<file path="config.mk">
export PLATFORM = sky130hd
export DESIGN_NAME = multi_channel_heartbeat_watchdog_core
export DESIGN_NICKNAME = d
export VERILOG_FILES = /design/src/rtl/core/mchw_pkg.sv /design/src/rtl/core/mchw_cfg.sv /design/src/rtl/core/mchw_eval.sv /design/src/rtl/core/multi_channel_heartbeat_watchdog_core.sv
export VERILOG_INCLUDE_DIRS = /design/src /design/src/rtl/core
export SDC_FILE = /design/constraint.sdc
export NUM_CORES = 1
export LEC_CHECK = 0
export ABC_AREA = 1
export BUFFER_PORTS_ARGS = -buffer_cell sky130_fd_sc_hd__buf_2
export CORE_ASPECT_RATIO = 1.2
export CORE_MARGIN = 2
export CORE_UTILIZATION = 44
export CTS_CLUSTER_DIAMETER = 100
export DETAILED_ROUTE_END_ITERATION = 10
export PLACE_DENSITY = 0.7
export SLEW_MARGIN = 40
export SYNTH_ARGS = -nofsm -noshare
export SYNTH_HDL_FRONTEND = slang
export SYNTH_SLANG_ARGS = --single-unit
</file>
<file path="constraint.sdc">
create_clock -name clk_i -period 14.2 [get_ports clk_i]
set_input_delay 0.71 -clock clk_i [delete_from_list [all_inputs] [get_ports clk_i]]
set_output_delay 0.71 -clock clk_i [all_outputs]
set_load 0.03 [all_outputs]
</file>
<file path="src/rtl/core/multi_channel_heartbeat_watchdog_core_defines.svh">
// Assertion macros for the heartbeat watchdog core.
// Each macro expects clk_i and rst_ni in scope at the point of use.
`ifndef MULTI_CHANNEL_HEARTBEAT_WATCHDOG_CORE_DEFINES_SVH
`define MULTI_CHANNEL_HEARTBEAT_WATCHDOG_CORE_DEFINES_SVH

// same-cycle implication
`define MCHW_ASSERT_NOW(lbl, ante, cons, msg) \
  lbl: assert property (@(posedge clk_i) disable iff (!rst_ni) (ante) |-> (cons)) \
    else $error(msg);

// next-cycle implication
`define MCHW_ASSERT_NEXT(lbl, ante, cons, msg) \
  lbl: assert property (@(posedge clk_i) disable iff (!rst_ni) (ante) |=> (cons)) \
    else $error(msg);

`endif

</file>
<file path="src/rtl/core/mchw_pkg.sv">
// Shared types, constants and codes for the heartbeat watchdog core.
// No dependencies; used by every module in rtl/core.
package mchw_pkg;

  localparam int NumChannels   = 4;
  localparam int NumRegs       = 4;
  localparam int TimeoutFactor = 20;

  localparam int PeriodW  = 16;
  localparam int AgeW     = 21;
  localparam int IdW      = 22;
  localparam int ChW      = 3;
  localparam int MaskW    = 4;
  localparam int StatusW  = 3;
  localparam int RegIdxW  = $clog2(NumRegs);
  localparam int ChSelW   = (NumChannels > 1) ? $clog2(NumChannels) : 1;

  localparam logic [PeriodW-1:0] PeriodReset = PeriodW'(100);
  localparam logic [AgeW-1:0]    LimitReset  = AgeW'(100 * TimeoutFactor);
  localparam logic [AgeW-1:0]    AgeMax      = {AgeW{1'b1}};
  localparam logic [PeriodW-1:0] SampMax     = {PeriodW{1'b1}};

  typedef enum logic [StatusW-1:0] {
    StOk         = 3'd0,
    StBadChannel = 3'd1,
    StImperson   = 3'd2,
    StUnreg      = 3'd3,
    StTimeout    = 3'd4,
    StHalted     = 3'd5
  } status_e;

  typedef enum logic [1:0] {
    PhReg  = 2'd0,
    PhMon  = 2'd1,
    PhHalt = 2'd2
  } phase_e;

  typedef enum logic [3:0] {
    EvHalted,
    EvBadCh,
    EvImperson,
    EvBind,
    EvTickReg,
    EvWinPass,
    EvUnreg,
    EvTickMon,
    EvSampPass,
    EvTimeout
  } event_e;

  typedef struct packed {
    logic             mode;
    logic [ChW-1:0]   channel;
    logic [IdW-1:0]   sender_id;
  } in_item_t;

  typedef struct packed {
    status_e          status;
    logic [MaskW-1:0] kill_mask;
    logic [ChW-1:0]   failed_channel;
    logic             monitoring;
  } out_item_t;

  typedef struct packed {
    logic [NumRegs-1:0][PeriodW-1:0] period;
    logic [NumRegs-1:0][AgeW-1:0]    limit;
  } cfg_t;

endpackage

</file>
<file path="src/rtl/core/mchw_cfg.sv">
// Period registers and their per-channel age limits (period * timeout factor).
// Depends on mchw_pkg.
module mchw_cfg (
  input  logic                          clk_i,
  input  logic                          rst_ni,
  input  logic                          cfg_valid_i,
  output logic                          cfg_ready_o,
  input  logic [mchw_pkg::RegIdxW-1:0]  cfg_index_i,
  input  logic [mchw_pkg::PeriodW-1:0]  cfg_wdata_i,
  output mchw_pkg::cfg_t                cfg_o
);

  logic [mchw_pkg::NumRegs-1:0][mchw_pkg::PeriodW-1:0] period_q;
  logic [mchw_pkg::NumRegs-1:0][mchw_pkg::AgeW-1:0]    limit_q;
  logic [mchw_pkg::AgeW-1:0]                           limit_d;

  assign cfg_ready_o = 1'b1;
  assign limit_d     = mchw_pkg::AgeW'(cfg_wdata_i) *
                       mchw_pkg::AgeW'(mchw_pkg::TimeoutFactor);

  always_ff @(posedge clk_i or negedge rst_ni) begin
    if (!rst_ni) begin
      for (int i = 0; i < mchw_pkg::NumRegs; i++) begin
        period_q[i] <= mchw_pkg::PeriodReset;
        limit_q[i]  <= mchw_pkg::LimitReset;
      end
    end else if (cfg_valid_i && cfg_ready_o) begin
      period_q[cfg_index_i] <= cfg_wdata_i;
      limit_q[cfg_index_i]  <= limit_d;
    end
  end

  assign cfg_o.period = period_q;
  assign cfg_o.limit  = limit_q;

endmodule

</file>
<file path="src/rtl/core/mchw_eval.sv">
// Watchdog state (phase, window, sample timer, owners, ages) and per-item evaluation.
// Depends on mchw_pkg; updates state only on the advance strobe from the top level.
module mchw_eval (
  input  logic                clk_i,
  input  logic                rst_ni,
  input  logic                advance_i,
  input  mchw_pkg::in_item_t  item_i,
  input  mchw_pkg::cfg_t      cfg_i,
  output mchw_pkg::out_item_t res_o
);

  localparam int NCh = mchw_pkg::NumChannels;

  mchw_pkg::phase_e                      phase_q, phase_d;
  mchw_pkg::event_e                      ev;
  logic [mchw_pkg::AgeW-1:0]             win_q, win_d, win_inc;
  logic [mchw_pkg::PeriodW-1:0]          samp_q, samp_d, samp_inc;
  logic [NCh-1:0][mchw_pkg::IdW-1:0]     owner_q, owner_d;
  logic [NCh-1:0][mchw_pkg::AgeW-1:0]    age_q, age_d, age_inc;

  logic [mchw_pkg::MaskW-1:0]            reg_mask;
  logic [mchw_pkg::AgeW-1:0]             max_lim;
  logic [mchw_pkg::PeriodW-1:0]          min_per;
  logic                                  unreg_any, late_any;
  logic [mchw_pkg::ChW-1:0]              unreg_idx, late_idx;
  logic                                  ch_ok, imperson;
  logic [mchw_pkg::ChSelW-1:0]           sel;
  logic [mchw_pkg::IdW-1:0]              sel_owner;

  assign win_inc  = (win_q == mchw_pkg::AgeMax) ? win_q : win_q + 1'b1;
  assign samp_inc = (samp_q == mchw_pkg::SampMax) ? samp_q : samp_q + 1'b1;
  assign ch_ok    = item_i.channel < mchw_pkg::ChW'(NCh);
  assign sel      = item_i.channel[mchw_pkg::ChSelW-1:0];
  assign sel_owner = ch_ok ? owner_q[sel] : '0;
  assign imperson = (sel_owner != '0) && (sel_owner != item_i.sender_id);

  always_comb begin
    reg_mask  = '0;
    max_lim   = '0;
    min_per   = cfg_i.period[0];
    unreg_any = 1'b0;
    late_any  = 1'b0;
    unreg_idx = '0;
    late_idx  = '0;
    for (int i = 0; i < NCh; i++) begin
      age_inc[i]  = (age_q[i] == mchw_pkg::AgeMax) ? age_q[i] : age_q[i] + 1'b1;
      reg_mask[i] = (owner_q[i] != '0);
      if (cfg_i.limit[i] > max_lim) begin
        max_lim = cfg_i.limit[i];
      end
      if (cfg_i.period[i] < min_per) begin
        min_per = cfg_i.period[i];
      end
    end
    for (int i = NCh - 1; i >= 0; i--) begin
      if (owner_q[i] == '0) begin
        unreg_any = 1'b1;
        unreg_idx = mchw_pkg::ChW'(i);
      end
      if (age_inc[i] > cfg_i.limit[i]) begin
        late_any = 1'b1;
        late_idx = mchw_pkg::ChW'(i);
      end
    end
  end

  always_comb begin
    ev = mchw_pkg::EvHalted;
    unique case (phase_q) inside
      mchw_pkg::PhReg, mchw_pkg::PhMon: begin
        if (item_i.mode) begin
          if (!ch_ok) begin
            ev = mchw_pkg::EvBadCh;
          end else if (imperson) begin
            ev = mchw_pkg::EvImperson;
          end else begin
            ev = mchw_pkg::EvBind;
          end
        end else if (phase_q == mchw_pkg::PhReg) begin
          if (win_inc >= max_lim) begin
            ev = unreg_any ? mchw_pkg::EvUnreg : mchw_pkg::EvWinPass;
          end else begin
            ev = mchw_pkg::EvTickReg;
          end
        end else if (samp_inc >= min_per) begin
          ev = late_any ? mchw_pkg::EvTimeout : mchw_pkg::EvSampPass;
        end else begin
          ev = mchw_pkg::EvTickMon;
        end
      end
      default: ev = mchw_pkg::EvHalted;
    endcase
  end

  always_comb begin
    case (ev) inside
      mchw_pkg::EvHalted, mchw_pkg::EvImperson, mchw_pkg::EvUnreg,
      mchw_pkg::EvTimeout: phase_d = mchw_pkg::PhHalt;
      mchw_pkg::EvWinPass: phase_d = mchw_pkg::PhMon;
      default:             phase_d = phase_q;
    endcase
  end

  always_comb begin
    res_o = '{status: mchw_pkg::StOk, kill_mask: '0, failed_channel: '0,
              monitoring: 1'b0};
    unique case (ev)
      mchw_pkg::EvHalted: res_o.status = mchw_pkg::StHalted;
      mchw_pkg::EvBadCh: begin
        res_o.status         = mchw_pkg::StBadChannel;
        res_o.failed_channel = item_i.channel;
        res_o.monitoring     = (phase_q == mchw_pkg::PhMon);
      end
      mchw_pkg::EvImperson: begin
        res_o.status         = mchw_pkg::StImperson;
        res_o.kill_mask      = reg_mask;
        res_o.failed_channel = item_i.channel;
      end
      mchw_pkg::EvBind:     res_o.monitoring = (phase_q == mchw_pkg::PhMon);
      mchw_pkg::EvTickReg:  res_o.monitoring = 1'b0;
      mchw_pkg::EvUnreg: begin
        res_o.status         = mchw_pkg::StUnreg;
        res_o.kill_mask      = reg_mask;
        res_o.failed_channel = unreg_idx;
      end
      mchw_pkg::EvTimeout: begin
        res_o.status         = mchw_pkg::StTimeout;
        res_o.kill_mask      = reg_mask;
        res_o.failed_channel = late_idx;
      end
      mchw_pkg::EvWinPass, mchw_pkg::EvTickMon, mchw_pkg::EvSampPass:
        res_o.monitoring = 1'b1;
      default: res_o.monitoring = 1'b0;
    endcase
  end

  always_comb begin
    owner_d = owner_q;
    age_d   = age_q;
    win_d   = win_q;
    samp_d  = samp_q;
    case (ev) inside
      mchw_pkg::EvBind: begin
        owner_d[sel] = item_i.sender_id;
        age_d[sel]   = '0;
      end
      mchw_pkg::EvTickReg, mchw_pkg::EvUnreg: begin
        age_d = age_inc;
        win_d = win_inc;
      end
      mchw_pkg::EvWinPass: begin
        age_d  = age_inc;
        win_d  = win_inc;
        samp_d = '0;
      end
      mchw_pkg::EvTickMon: begin
        age_d  = age_inc;
        samp_d = samp_inc;
      end
      mchw_pkg::EvSampPass, mchw_pkg::EvTimeout: begin
        age_d  = age_inc;
        samp_d = '0;
      end
      default: begin
      end
    endcase
  end

  always_ff @(posedge clk_i or negedge rst_ni) begin
    if (!rst_ni) begin
      phase_q <= mchw_pkg::PhReg;
      win_q   <= '0;
      samp_q  <= '0;
      owner_q <= '0;
      age_q   <= '0;
    end else if (advance_i) begin
      phase_q <= phase_d;
      win_q   <= win_d;
      samp_q  <= samp_d;
      owner_q <= owner_d;
      age_q   <= age_d;
    end
  end

endmodule

</file>
<file path="src/rtl/core/multi_channel_heartbeat_watchdog_core.sv">
// Top level of the heartbeat watchdog: input register, result register, handshakes.
// Depends on mchw_pkg, mchw_cfg, mchw_eval and the core defines header.
//
//   channel | signals                              | payload
//   --------+--------------------------------------+-------------------------
//   in      | in_valid_i  / in_ready_o             | in_item_i   (in_item_t)
//   out     | out_valid_o / out_ready_i            | out_item_o  (out_item_t)
//   cfg     | cfg_valid_i / cfg_ready_o            | cfg_index_i, cfg_wdata_i
//
// One item per cycle while out_ready_i is high; each item passes through the input register, then the result register.
// The item is evaluated as it moves from the input register into the result register.
// in_ready_o drops only while both registers hold an item and out_ready_i is low.
// Reset clears the valid flags and watchdog state and loads the default periods; no item needs to wait after reset.
// cfg_ready_o is always high; writes are registered in the period and limit registers.
`include "multi_channel_heartbeat_watchdog_core_defines.svh"

module multi_channel_heartbeat_watchdog_core (
  input  logic                          clk_i,
  input  logic                          rst_ni,
  input  logic                          in_valid_i,
  output logic                          in_ready_o,
  input  mchw_pkg::in_item_t            in_item_i,
  output logic                          out_valid_o,
  input  logic                          out_ready_i,
  output mchw_pkg::out_item_t           out_item_o,
  input  logic                          cfg_valid_i,
  output logic                          cfg_ready_o,
  input  logic [mchw_pkg::RegIdxW-1:0]  cfg_index_i,
  input  logic [mchw_pkg::PeriodW-1:0]  cfg_wdata_i
);

  logic                in_valid_q;
  mchw_pkg::in_item_t  in_item_q;
  logic                out_valid_q;
  mchw_pkg::out_item_t out_item_q;
  logic                advance;
  mchw_pkg::cfg_t      cfg;
  mchw_pkg::out_item_t res;

  assign advance    = in_valid_q && (!out_valid_q || out_ready_i);
  assign in_ready_o = !in_valid_q || advance;

  mchw_cfg u_cfg (
    .clk_i       (clk_i),
    .rst_ni      (rst_ni),
    .cfg_valid_i (cfg_valid_i),
    .cfg_ready_o (cfg_ready_o),
    .cfg_index_i (cfg_index_i),
    .cfg_wdata_i (cfg_wdata_i),
    .cfg_o       (cfg)
  );

  mchw_eval u_eval (
    .clk_i     (clk_i),
    .rst_ni    (rst_ni),
    .advance_i (advance),
    .item_i    (in_item_q),
    .cfg_i     (cfg),
    .res_o     (res)
  );

  always_ff @(posedge clk_i or negedge rst_ni) begin
    if (!rst_ni) begin
      in_valid_q  <= 1'b0;
      out_valid_q <= 1'b0;
    end else begin
      if (in_ready_o) begin
        in_valid_q <= in_valid_i;
      end
      if (advance) begin
        out_valid_q <= 1'b1;
      end else if (out_ready_i) begin
        out_valid_q <= 1'b0;
      end
    end
  end

  always_ff @(posedge clk_i) begin
    if (in_valid_i && in_ready_o) begin
      in_item_q <= in_item_i;
    end
    if (advance) begin
      out_item_q <= res;
    end
  end

  assign out_valid_o = out_valid_q;
  assign out_item_o  = out_item_q;

  `MCHW_ASSERT_NOW(a_stall_only_when_full, !in_ready_o, in_valid_q && out_valid_q && !out_ready_i, "input stalled without a full pipeline")
  `MCHW_ASSERT_NEXT(a_fault_then_halted, out_valid_o && out_ready_i && (out_item_o.status == mchw_pkg::StImperson || out_item_o.status == mchw_pkg::StUnreg || out_item_o.status == mchw_pkg::StTimeout), !out_valid_o || out_item_o.status == mchw_pkg::StHalted, "item after a fault not reported as halted")
  `MCHW_ASSERT_NOW(a_halted_fields_zero, out_valid_o && out_item_o.status == mchw_pkg::StHalted, out_item_o.kill_mask == '0 && out_item_o.failed_channel == '0 && !out_item_o.monitoring, "halted result carries nonzero fields")
  `MCHW_ASSERT_NOW(a_mask_only_on_fault, out_valid_o && out_item_o.kill_mask != '0, out_item_o.status == mchw_pkg::StImperson || out_item_o.status == mchw_pkg::StUnreg || out_item_o.status == mchw_pkg::StTimeout, "kill mask set without a fault")

endmodule
</file>
==> results.ini <==
[sta]
report.final.hold_viol_count = 0
period_share_pct = 73.4
rsz0062_at_grt = false
tns_ps = 0
setup_viol = 0
slew_viol_final = 0
fin_crit_ps = 10430
max_freq_mhz = 95.9
worstMarginPinSlew_ps = 919
slew_headroom_pct = 38.5
final.setup_skew_ps = 53.3

[finish]
syn2layout_area_growth_pct = 9.63
layoutNonFillerInstCount = 4455
nNetsFinal = 3916
regArea_um2 = 9790
multi_input_area_um2 = 14700
drive_above_1_share_pct = 6.73
fill_cells = 5939
antennaDiodeCount = 0

[flow_run]
cap_violations = 0

[route]
num_vias = 23700
routed_via_density = 5.33
drt-total-wl_mm = 72.1
drc = 0
antenna_left = 0
drt-pass1-iter-count = 7
wl_per_cell_um = 16.2
drt_iter0_drc = 1965

[logic_synthesis]
ys_seq_elements = 382
synth_seq_area_share_pct = 36.8
async_flop_share_pct = 90.3
synth_flop_cell = dfrtp_1
synthesis.area_um2 = 26600
synth.distinct_cells = 56
avgSynthCellArea_um2 = 7.35
synth_nets = 3916
syn_inst = 3619
synth_edf_count = 37
ys_warn_count = 0

[setup_path]
cpMostUsedCell = o21ai_0
crit_start = u_cfg.cfg_o[8]$_DFFE_PN1P_
cp_num_buf_inv = 8
worstSetupPathType = reg -> reg
rr_startpoint = u_cfg.cfg_o[8]$_DFFE_PN1P_
cp.arrival_ps = 10900
cp_top_family = compound AO/OA/AOI/OAI gates
crit_path_top_delay_cell = nand2_1
r2r_setup_slack_ps = 3770
critPathMaxFanout = 42
cp-start-kind = flop
required_ps = 14670
cp-end-kind = flop
max_stage_delay_ps = 560

[clocking]
clockBufferDepth = 3
htreeDepth = 2
clock_latency_ps = 620
cts_tree = built
cts_hold_buffers = 1
cts_made_buffers = 44
postCtsSetupBuffers = 0
cts_resized = 0
clock-sinks = 382
clk_pin_slew_ps = 60
cts_root_buffer = clkbuf_16

[global_route]
grt.met2_usage_pct = 39.7
grt_pass1_wl_mm = 118
use_met1_pct = 29.3
grt_max_degree = 84
gr-total-overflow = 0
antenna_found_initial = 1
grt_pass1_vias = 22500
grtUsageTotal_pct = 23.1
grt_busiest_layer = met2
grt_use_met3_pct = 3.26

[placement]
dp_cells = 4371
io_buffer_count = 61
place.gp.congestion = 0.933
place_hpwl_mm = 52.7

[power_and_ir_drop]
ir_worst_vdd_mv = 0.107
leakagePower_nw = 15.0
power_density_nw_per_um2 = 143

[die]
die_area_um2 = 62400
fp.dieH_um = 273
coreArea_um2 = 59700
row_count = 98
start_util_pct = 44.5
die_x_um = 228
ioPinCount = 63

[hold_path]
hp-start = in_item_i[24]
worstHoldPathType = in -> reg

[run_status]
run_status = completed

[metrics by stage]
step | util, % | hold WS, ps | setup slack, ps | power, mW | instance area (um^2)
final | 48.8 | 270 | 3770 | 4.16 | 29200
after floorplan | - | 414 | 6260 | 2.41 | 26600
after global placement | 45.9 | 456 | 3030 | 2.83 | 27400
after global routing | 48.8 | 250 | 2640 | 4.48 | 29200
after CTS | 48.8 | 236 | 3470 | 4.17 | 29100
after detailed placement | 46.0 | 461 | 3530 | 2.88 | 27500
[synthesized netlist by cell type, drive strengths merged, types with 37 or more instances]
library cell / number / area share, %
inv: 397 / 5.6
a22oi: 37 / 1.0
clkbuf: 73 / 1.0
ha: 247 / 12
a21oi: 113 / 2.1
nand3: 307 / 5.8
nand4: 54 / 1.3
nor2: 157 / 2.3
xor2: 78 / 2.6
o21ai: 293 / 5.5
nand2: 1225 / 17
edfxtp: 37 / 4.2
dfrtp: 309 / 29
nor3: 50 / 0.96
buf: 60 / 1.7
[power by group]
| group | switching (mW) | leakage [nW] | internal (mW) |
|---|---|---|---|
| sequential | 0.101 | 4.86 | 1.21 |
| clock | 0.503 | 0.796 | 0.769 |
| combinational | 1.04 | 9.33 | 0.537 |
[final timing paths]
path,depth (start not counted),to
hold reg to reg,2,u_eval.owner_q[58]$_DFFE_PN0P_
min in group asynchronous,2,u_cfg.cfg_o[83]$_DFFE_PN0P_
max in group asynchronous,4,u_eval.owner_q[58]$_DFFE_PN0P_
setup / recovery,50,u_eval.owner_q[61]$_DFFE_PN0P_
hold / removal,1,in_item_q[24]$_DFFE_PP_
setup reg to reg,50,u_eval.owner_q[61]$_DFFE_PN0P_
[layer usage]
layer	vias to the layer above	routed length, um
met1	11100	30800
li1	11900	-
met5	-	13
met2	617	34700
met4	2	2760
met3	157	3760
[worst reg2reg max path: cells and delay by family, from the launching register on]
family / cells / cell delay (ps)
buf+inv: 8 / 1420
flops: 1 / 550
compound gates: 22 / 4500
simple gates: 16 / 2570
fa+ha+maj: 4 / 1270
[placed cells by master (no fill, tap or decap), types with 6 or more instances in the layout]
| master | instances |
|---|---|
| a211oi_1 | 7 |
| a21oi_1 | 113 |
| a22oi_1 | 37 |
| buf_2 | 60 |
| buf_4 | 18 |
| bufinv_16 | 7 |
| clkbuf_1 | 7 |
| clkbuf_16 | 44 |
| clkbuf_8 | 12 |
| clkinv_2 | 9 |
| dfrtp_1 | 309 |
| dfstp_2 | 36 |
| edfxtp_1 | 37 |
| ha_1 | 247 |
| inv_1 | 386 |
| inv_2 | 9 |
| nand2_1 | 1214 |
| nand2_2 | 9 |
| nand3_1 | 304 |
| nand3b_1 | 6 |
| nand4_1 | 53 |
| nor2_1 | 153 |
| nor3_1 | 45 |
| nor4_1 | 27 |
| o21a_1 | 9 |
| o21ai_0 | 292 |
| o221ai_1 | 7 |
| xnor2_1 | 25 |
| xor2_1 | 78 |
[flip-flops by register name (all words and copies together) (netlist names)]
signal          flops
in_item_q          26
in_valid_q          1
out_item_o         11
out_valid_o         1
u_cfg.cfg_o       132
u_eval.age_q       84
u_eval.owner_q     88
u_eval.phase_q      2
u_eval.samp_q      16
u_eval.win_q       21
[layout make-up]
| class | instances | area share (%) |
|---|---|---|
| flip-flops and latches | 382 | 33.6 |
| inverters | 399 | 5.14 |
| clock buffers | 63 | 4.43 |
| multi-input cells | 2705 | 50.3 |
| repair buffers | 87 | 1.93 |
| well taps | 800 | 3.43 |
| clock inverters | 19 | 1.17 |
[logic make-up (layout without fill, tap and decap cells)]
| group | Yosys count | after routing | synth area share, % |
|---|---|---|---|
| simple gates | 1842 | 1842 | 29.0 |
| flops | 382 | 382 | 36.8 |
| buf+inv | 532 | 568 | 8.39 |
| other cells | 1 | 1 | 0.0141 |
| mux | 5 | 5 | 0.193 |
| xor+xnor | 104 | 104 | 3.42 |
| fa+ha+maj | 248 | 248 | 11.7 |
| compound gates | 505 | 505 | 10.5 |
No activity file was read; power rests on OpenSTA's default activity.
